<file path="src/rtl/core/sosc_queue.sv">
// sosc_queue: small register queue between the front and the back
`default_nettype none

module sosc_queue #(
  parameter int DEPTH = 4,
  parameter int WIDTH = 33
) (
  input  wire logic                       clk,
  input  wire logic                       rst,
  input  wire logic                       push,
  input  wire logic [WIDTH-1:0]           push_data,
  input  wire logic                       pop,
  output logic                            head_valid,
  output logic [WIDTH-1:0]                head_data,
  output logic [$clog2(DEPTH+1)-1:0]      level
);

  localparam int PTR_W = $clog2(DEPTH);

  logic [WIDTH-1:0] mem [DEPTH];
  logic [PTR_W-1:0] wr_ptr;
  logic [PTR_W-1:0] rd_ptr;
  logic             do_pop;

  assign head_valid = (level != '0);
  assign head_data  = mem[rd_ptr];
  assign do_pop     = pop && head_valid;

  // entry storage
  always_ff @(posedge clk) begin
    if (push) begin
      mem[wr_ptr] <= push_data;
    end
  end

  // pointers and fill level
  always_ff @(posedge clk) begin
    if (rst) begin
      wr_ptr <= '0;
      rd_ptr <= '0;
      level  <= '0;
    end else begin
      if (push) begin
        wr_ptr <= wr_ptr + PTR_W'(1);
      end
      if (do_pop) begin
        rd_ptr <= rd_ptr + PTR_W'(1);
      end
      case ({push, do_pop})
        2'b10:   level <= level + ($clog2(DEPTH+1))'(1);
        2'b01:   level <= level - ($clog2(DEPTH+1))'(1);
        default: level <= level;
      endcase
    end
  end

endmodule

`default_nettype wire

</file>
<file path="config.mk">
export PLATFORM = sky130hd
export DESIGN_NAME = sosc_queue
export DESIGN_NICKNAME = d
export VERILOG_FILES = /design/src/rtl/core/sosc_queue.sv
export SDC_FILE = /design/constraint.sdc
export NUM_CORES = 1
export LEC_CHECK = 0
export BUFFER_PORTS_ARGS = -buffer_cell sky130_fd_sc_hd__buf_2
export CORE_ASPECT_RATIO = 1.75
export CORE_MARGIN = 3
export CORE_UTILIZATION = 35
export CTS_CLUSTER_DIAMETER = 60
export DETAILED_ROUTE_END_ITERATION = 8
export SLEW_MARGIN = 20
export SYNTH_ARGS = -nofsm -noshare
export SYNTH_HDL_FRONTEND = slang
export SYNTH_SLANG_ARGS = --single-unit
</file>
<file path="constraint.sdc">
create_clock -name clk -period 4.34 [get_ports clk]
set_clock_uncertainty 0.05 [all_clocks]
set_input_delay 1.302 -clock clk [delete_from_list [all_inputs] [get_ports clk]]
set_output_delay 1.302 -clock clk [all_outputs]
set_load 0.03 [all_outputs]
</file>
==> metrics.cfg <==
[clock_network]
cts_tree=built
postCtsHoldBufs=0
clk-insertion-delay-late_ns=0.40
clkTransAtPathRegs_ns=0.06
clock-sinks=141
root_buffer=clkbuf_16
cts_setup_buffers=0
cts_htree_levels=4
cts_buffers=17
postCtsResizedCells=0
clk_path_buf_depth=2

[setup_path]
r2r-start=level[0]
cp-end-kind=output pin
cp_slowest_cell=mux4_1
cp_max_fo=14
critPathMaxStageDelay_ns=0.59
crit_path_start_kind=register
endpoint=head_data[28]
regToRegSetupSlack_ns=2.37
cp.arrival_ns=2.04
path_class=register to output pin
r2r_cells=7
r2r-end=level[2]
cp.required_ns=2.99
cp_cell_sequence=buf_4 -> mux4_1 -> buf_2

[logic_synthesis]
yosysSeqAreaShare=0.789
syn_avg_cell_area_um2=23.9
synthCells=220
ys_warn_count=0
synth_seq_cells=141
yosysUniqueCellTypes=21
synth_nets=263
syn_area_mm2=0.00525

[power]
power.leakage_nw=2.21
peakVddDrop_uv=266
total_power_mw=3.88
power_density_mw_per_mm2=605

[place]
hpwlAfterDp_um=5780
place.gp.congestion=0.647
io_buffers=73

[timing]
setup_viol=0
tns_ns=0
worst_pin_slew_ns=0.951
drv_slew=0
timing.fmax_ghz=0.295
slew-limit-headroom=0.366
fin_crit_sh=0.781
hold_viol=0
fin_crit_ns=3.39
rsz0062_at_grt=no

[floorplanning]
rows=58
die_w_um=98.6
io_pins=74
dieArea_mm2=0.0166
core_mm2=0.0145
initial_core_util=0.362
die_y_um=168

[global_routing]
grt_max_degree=34
grt-busiest-layer=met2
overflow=0
grtUsageMet1=0.123
use_met2=0.219
grt_pass1_wl_um=14700
grt_pass1_vias=2704
met3_usage=0.0460
antenna_found_initial=1
track_usage=0.121

[job]
max_cap_viol_count=0

[hold_path]
hp-class=register to register

[drt]
num_vias=2358
drt_iter0_markers=135
wl_per_cell_um=18.5
first_pass_iters=4
via_per_inst=4.73
drt_wl_total_um=9230
drc=0
postRouteAntennaNets=0

[layout]
layout_commonest_cell=edfxtp_1
antenna_cells=0
nNetsFinal=348
drive_gt1_frac=0.443
layout_common_cells=edfxtp_1, buf_2, mux4_2
syn_to_final_growth_pct=22.2

[status]
outcome=finished, final reports clean

==> cell usage after synthesis <==
cell | count | area, um^2
mux2i_1 | 1 | 10.0
inv_1 | 6 | 22.5
xnor2_1 | 2 | 17.5
clkbuf_1 | 2 | 7.51
xor2_1 | 3 | 26.3
o311ai_0 | 1 | 8.76
o31a_1 | 1 | 8.76
nor2_1 | 8 | 30.0
buf_2 | 3 | 15.0
edfxtp_1 | 132 | 3960
buf_12 | 3 | 60.1
a21oi_1 | 2 | 10.0
fa_1 | 1 | 20.0
dfxtp_1 | 9 | 180
and2_1 | 4 | 25.0
o21ai_0 | 1 | 5.00
mux4_1 | 3 | 78.8
ha_1 | 5 | 62.6
or3_1 | 2 | 12.5
buf_6 | 1 | 11.3
mux4_2 | 30 | 676
==> kinds of logic (layout without fill, tap and decap cells) <==
family / after synthesis / count (layout) / share of synthesized area
mux: 34 / 34 / 0.146
simple gates: 14 / 14 / 0.0129
buf+inv: 15 / 113 / 0.0222
compound gates: 5 / 5 / 0.00619
xor+xnor: 5 / 5 / 0.00834
fa+ha+maj: 6 / 6 / 0.0157
flops: 141 / 141 / 0.789
==> routing by layer <==
| metal | wire length (um) | vias up | share of wire |
|---|---|---|---|
| met5 | 13 | - | 0.0014 |
| met4 | 163 | 2 | 0.018 |
| met3 | 429 | 10 | 0.046 |
| met2 | 5400 | 50 | 0.58 |
| met1 | 3220 | 1218 | 0.35 |
| li1 | - | 1078 | - |
==> how the worst min path moves through the flow <==
stage               cells after the start       end  startpoint  slack [ns]
floorplan                               2  register   rd_ptr[1]        0.43
global placement                        2  register   rd_ptr[1]        0.45
detailed placement                      2  level[2]    level[2]        0.47
CTS                                     2  level[2]    level[2]        0.48
global route                            2  level[2]    level[2]        0.51
finish                                  2  level[2]    level[2]        0.47
==> flip-flops by register name, indices dropped and copies added (netlist names), named ones only <==
name,cells
rd_ptr,2
mem,132
level,3
wr_ptr,2
==> power breakdown <==
part,internal (mW),leakage (nW),switching [mW]
Clock,0.969,0.321,0.515
Sequential,1.57,1.29,0.0613
Combinational,0.301,0.604,0.461
Total,2.85,2.21,1.04
==> critical path, delay by kind of cell (launching register included) <==
kind     cells  cell delay (ns)
mux          1             0.59
flops        1             0.50
buf+inv      2             0.54
==> final cells by class <==
| cell class | count | area (um^2) |
|---|---|---|
| clock buffers | 27 | 611 |
| clock inverters | 5 | 33.8 |
| fillers | 1278 | 8100 |
| inverters | 6 | 22.5 |
| multi-input cells | 64 | 996 |
| flip-flops and latches | 141 | 4150 |
| well taps | 180 | 225 |
| repair buffers | 75 | 380 |
==> through the flow <==
stage	std cells	hold slack (ns)	cell area (um^2)	utilization	setup slack [ns]
floorplan	220	0.435	5250	-	1.62
global placement	466	0.452	5770	0.398	1.31
detailed placement	466	0.468	5770	0.398	1.31
CTS	498	0.476	6410	0.442	0.858
global route	498	0.512	6410	0.442	0.787
finish	498	0.467	6410	0.442	0.950
No activity file was read; power rests on OpenSTA's default activity.
