===== config.mk =====
export PLATFORM = sky130hd
export DESIGN_NAME = sosc_front
export DESIGN_NICKNAME = d
export VERILOG_FILES = /design/src/rtl/core/sosc_pkg.sv /design/src/rtl/core/sosc_front.sv
export SDC_FILE = /design/constraint.sdc
export NUM_CORES = 2
export LEC_CHECK = 0
export BUFFER_PORTS_ARGS = -buffer_cell sky130_fd_sc_hd__buf_2
export CORE_MARGIN = 1.5
export CORE_UTILIZATION = 29
export DETAILED_ROUTE_END_ITERATION = 8
export RECOVER_POWER = 25
export SLEW_MARGIN = 5
export SYNTH_ARGS = -nofsm -noshare
export SYNTH_HDL_FRONTEND = slang
export SYNTH_SLANG_ARGS = --single-unit
export TNS_END_PERCENT = 50

===== constraint.sdc =====
create_clock -name clk -period 11.45 [get_ports clk]
set_input_delay 2.29 -clock clk [delete_from_list [all_inputs] [get_ports clk]]
set_output_delay 2.29 -clock clk [all_outputs]
set_load 0.01 [all_outputs]

===== src/rtl/core/sosc_pkg.sv =====
// sosc_pkg: shared types, constants and sine table builder for the oscillator
`default_nettype none

package sosc_pkg;

  // field widths fixed by the stream format
  localparam int FREQ_W   = 24;
  localparam int PERIOD_W = 40;
  localparam int FRAC_W   = 16;

  // period multiply is cut into two halves of this width
  localparam int PERIOD_SPLIT = 20;
  localparam int PART_W       = FREQ_W + PERIOD_SPLIT;
  localparam int PROD_W       = 64;
  // freq (Q16.8) times period (2^-48 s) carries 56 fraction bits
  localparam int PROD_MSB     = 55;

  localparam logic [PERIOD_W-1:0] PERIOD_RESET = 40'd5864062014;

  // queue between front and back
  localparam int QUEUE_DEPTH = 4;
  localparam int LEVEL_W     = $clog2(QUEUE_DEPTH + 1);

  // fixed-point constants for the table builder
  localparam logic [63:0] Q30_ONE    = 64'd1 << 30;
  localparam logic [63:0] TWO_PI_Q30 = 64'd6746518852;

  typedef logic [FREQ_W-1:0]   freq_t;
  typedef logic [PERIOD_W-1:0] period_t;

  // sin(2*pi*u), u a q32 fraction in [0, 1/4], result q30, taylor to x^13
  function automatic logic [63:0] quarter_sine(input logic [63:0] u);
    logic [63:0] x;
    logic [63:0] x2;
    logic [63:0] h;
    logic [63:0] v;
    logic [63:0] t;
    x  = (u * TWO_PI_Q30) >> 32;
    x2 = (x * x) >> 30;
    h  = Q30_ONE;
    for (int k = 0; k < 6; k++) begin
      v = (x2 * h) >> 30;
      case (k)
        0: t = v / 156;
        1: t = v / 110;
        2: t = v / 72;
        3: t = v / 42;
        4: t = v / 20;
        default: t = v / 6;
      endcase
      h = (t >= Q30_ONE) ? 64'd0 : Q30_ONE - t;
    end
    return (x * h) >> 30;
  endfunction

  // table entry i of a 2^aw entry table, sb-bit signed, returned in 24 bits
  function automatic logic [23:0] rom_value(input int unsigned idx,
                                            input int unsigned aw,
                                            input int unsigned sb);
    logic [63:0] t;
    logic [63:0] amp;
    logic [63:0] s;
    logic [63:0] mag;
    logic        neg;
    t   = 64'(idx) << (32 - aw);
    amp = (64'd1 << (sb - 1)) - 64'd1;
    neg = 1'b0;
    if (t >= (64'd1 << 31)) begin
      neg = 1'b1;
      t   = t - (64'd1 << 31);
    end
    if (t > (64'd1 << 30)) begin
      t = (64'd1 << 31) - t;
    end
    s   = quarter_sine(t);
    mag = (s * amp + (64'd1 << 29)) >> 30;
    if (mag > amp) begin
      mag = amp;
    end
    return neg ? 24'(-mag) : 24'(mag);
  endfunction

endpackage

`default_nettype wire


===== src/rtl/core/sosc_front.sv =====
// sosc_front: takes frames, holds the period register, forms the phase step
`default_nettype none

module sosc_front #(
  parameter int PHASE_BITS = 32
) (
  input  wire logic                            clk,
  input  wire logic                            rst,
  input  wire logic                            in_valid,
  output logic                                 in_ready,
  input  wire sosc_pkg::freq_t                 in_freq,
  input  wire logic                            in_mark,
  input  wire logic                            cfg_wr_en,
  input  wire sosc_pkg::period_t               cfg_wr_data,
  input  wire logic [sosc_pkg::LEVEL_W-1:0]    q_level,
  output logic                                 push,
  output logic [PHASE_BITS-1:0]                push_inc,
  output logic                                 push_mark
);

  sosc_pkg::period_t                  sample_period;
  logic                               f1_valid;
  logic                               f1_mark;
  logic [sosc_pkg::PART_W-1:0]        part_lo;
  logic [sosc_pkg::PART_W-1:0]        part_hi;
  logic [sosc_pkg::PROD_W-1:0]        prod;
  logic                               accept;

  // period register
  always_ff @(posedge clk) begin
    if (rst) begin
      sample_period <= sosc_pkg::PERIOD_RESET;
    end else if (cfg_wr_en) begin
      sample_period <= cfg_wr_data;
    end
  end

  // credit check: queue entries plus the one in the multiply stage
  assign in_ready = ({1'b0, q_level} + {{sosc_pkg::LEVEL_W{1'b0}}, f1_valid})
                    < (sosc_pkg::LEVEL_W + 1)'(sosc_pkg::QUEUE_DEPTH);
  assign accept   = in_valid && in_ready;

  // split multiply, partial products registered
  always_ff @(posedge clk) begin
    if (rst) begin
      f1_valid <= 1'b0;
    end else begin
      f1_valid <= accept;
    end
  end

  always_ff @(posedge clk) begin
    if (accept) begin
      part_lo <= sosc_pkg::PART_W'(in_freq)
               * sosc_pkg::PART_W'(sample_period[sosc_pkg::PERIOD_SPLIT-1:0]);
      part_hi <= sosc_pkg::PART_W'(in_freq)
               * sosc_pkg::PART_W'(sample_period[sosc_pkg::PERIOD_W-1:sosc_pkg::PERIOD_SPLIT]);
      f1_mark <= in_mark;
    end
  end

  // combine halves and keep the phase step bits
  assign prod      = sosc_pkg::PROD_W'(part_lo)
                   + {part_hi, {sosc_pkg::PERIOD_SPLIT{1'b0}}};
  assign push      = f1_valid;
  assign push_inc  = prod[sosc_pkg::PROD_MSB -: PHASE_BITS];
  assign push_mark = f1_mark;

endmodule

`default_nettype wire


==> out/metrics.yaml <==
route:
  routedWlPerCell_um: 18.4
  vias: 23900
  first_iter_violations: 1332
  drtAntennaViolNets: 0
  dr.pass1.iters: 5
  drc: 0
  via_per_inst: 4.66
  routed_wl_um: 94600
worst_setup_path:
  crit_top_cell: "fa_1"
  critPathLaunchType: "input pin"
  crit_path_end_kind: "flip-flop"
  worstPathArrival_ps: 9860
  cpMaxStageDelayCell: "clkbuf_1"
  r2r-start: "sample_period[15]"
  crit_path_max_incr_delay_ps: 910
  cp_num_buf_inv: 7
  path_max_fanout: 22
  cp.required_ps: 11620
  startpoint: "in_freq[0]"
  critical-path-top-delay-family: "adder cells"
  path_class: "in -> reg"
synthesis:
  synth_top_area_cell: "fa_1"
  yosysTopAreaCellShare_pct: 45.3
  yosysSeqAreaShare_pct: 7.93
  syn_area_per_cell_um2: 9.21
  synth_edf_count: 61
  yosys-top-cells-area: "fa_1 (45%), ha_1 (11%), inv_1 (9.4%)"
  syn_inst: 3631
  synth_nets: 4746
  synth_ff_type: "edfxtp_1"
  synthesis.area_um2: 33400
  synth_most_common_cell: "inv_1"
  postSynth.asyncResetShare_pct: 0
  synth-warning-count: 0
  ys_types: 58
  synth_common_cells: "inv_1 (835), fa_1 (757), nand2_1 (500), and2_1 (475), ha_1 (286)"
  ys_ff_latch: 102
sta:
  final-setup-viol-count: 0
  slew_headroom_pct: -154
  drv_slew: 123
  finalCritPeriodShare_pct: 84.6
  fin_crit_ps: 9680
  clock_skew_ps: 32.8
  tightest_slew_ps: 3810
  fmax_mhz: 103
  fin_setup_tns_ps: 0
  hold_violations: 0
  rsz0062_at_grt: "false"
global_routing:
  gr-usage-all-layers_pct: 16.6
  grt_pass1_vias: 25500
  grt_pass1_wl_um: 149000
  grt_max_degree: 63
  antenna_found_initial: 5
  overflow: 0
cells_and_area:
  fillers: 11900
  seqCellArea_um2: 2650
  area_growth_pct: 7.26
  insertedDiodeCount: 0
  multi_input_area_um2: 26900
  fin_nets: 4731
  drive_above_1_share_pct: 5.11
clock_tree:
  numCtsBuffers: 9
  cts_tree: "built"
  clk_latency_ps: 450
  holdBufCountCts: 0
  cts_sinks: 102
  root_buffer: "clkbuf_16"
  cts-resized-gates: 0
  cts_max_path_buffers: 2
  clkTransAtPathRegs_ps: 120
  post_cts.repair.setup_buffers: 0
  htreeDepth: 3
floorplan:
  dieArea_um2: 117000
  pin_count: 107
  fp.dieW_um: 343
  initial_core_util_pct: 29.2
  core-area_um2: 114000
  chipHeight_um: 343
  core.rowCount: 124
flow_run:
  drv_cap: 2
worst_hold_path:
  hp-start: "sample_period[33]"
  hp-class: "reg -> reg"
outcome:
  violations: "max-capacitance violations, max-slew violations"
  status: "finished with violations"
placement:
  gp_congestion: 0.866
  io_buffers: 106
  dp_hpwl_um: 73000
-- kinds of logic (layout without fill, tap and decap cells) --
kind of cell               after synthesis  after routing  synth area share [%]
and+or+nand+nor                       1131           1131                  16.9
DFF                                    102            102                  7.93
muxes                                   21             21                 0.629
adders and majority gates             1043           1043                  56.0
xor gates and xnor gates                95             95                  2.49
AOI/OAI and AO/OA                      216            216                  4.53
buffers and inverters                 1023           1013                  11.5
-- worst register-to-register path, stage by stage (launching register included) --
cell and delay [ps]:
dfxtp_1 1180, nand2_1 200, fa_1 570, inv_1 60
fa_1 560, fa_1 430, fa_1 520, fa_1 440
fa_1 490, inv_1 50, fa_1 470, inv_1 40
ha_1 310, a21oi_1 390, o21ai_0 210, a21oi_1 170
a211oi_1 130, or4_1 550, a31o_1 280, a311oi_2 370
o21bai_1 120, xnor2_1 130
-- cells in the final DEF (no fill, tap or decap), types with 5 or more instances in the layout --
| cell | count |
|---|---|
| a211o_1 | 20 |
| a211oi_1 | 10 |
| a21o_1 | 28 |
| a21oi_1 | 53 |
| a31oi_1 | 8 |
| and2_1 | 473 |
| and3_1 | 10 |
| and4_1 | 5 |
| buf_2 | 103 |
| buf_4 | 54 |
| clkbuf_1 | 5 |
| clkbuf_16 | 9 |
| dfxtp_1 | 41 |
| edfxtp_1 | 61 |
| fa_1 | 757 |
| ha_1 | 286 |
| inv_1 | 835 |
| mux2i_1 | 21 |
| nand2_1 | 500 |
| nand3_1 | 13 |
| nand4_1 | 10 |
| nor2_1 | 62 |
| nor2b_1 | 24 |
| nor3_1 | 18 |
| o211a_1 | 5 |
| o211ai_1 | 5 |
| o21a_1 | 14 |
| o21ai_0 | 26 |
| o21bai_1 | 12 |
| xnor2_1 | 67 |
| xor2_1 | 28 |
-- flip-flops by register name, indices dropped and copies added (netlist names) --
name,count
push,1
part_hi,36
part_lo,24
push_mark,1
sample_period,40
-- worst paths after layout --
path,to,slack [ps],cells past startpoint
hold reg to reg,sample_period[33],510,2
setup / recovery,part_lo[43],1770,25
hold / removal,sample_period[33],510,2
setup reg to reg,part_lo[43],3540,21
-- routing by layer --
layer  wire [µm]  up-vias  share of wire [%]  track usage (%)
met5          23        -              0.024                0
li1            -    10600                  -                -
met2       46600      655                 49             28.4
met1       40100    12500                 42             21.9
met4        2840        4                3.0             5.05
met3        5060      123                5.3             1.92
-- cell type report --
type	instances	area share [%]
Inverter	835	8.74
Multi-Input combinational cell	2506	75.1
Timing Repair Buffer	162	2.62
Clock inverter	7	0.213
Tap cell	1512	5.28
Sequential cell	102	7.40
Clock buffer	9	0.628
-- through the flow --
stage | instances | util (%) | instance area, µm² | hold WS [ps] | worst slack (ps)
floorplan | 3631 | - | 33400 | 502 | 2590
CTS | 5133 | 31.4 | 35900 | 518 | 1970
global placement | 5117 | 31.1 | 35600 | 477 | 1570
finish | 5133 | 31.4 | 35900 | 512 | 1770
detailed placement | 5117 | 31.1 | 35600 | 490 | 1520
global route | 5133 | 31.4 | 35900 | 557 | 1520
Power is not shown: default switching activity piles up to over one toggle a cycle in this logic, so the estimate is an artifact.
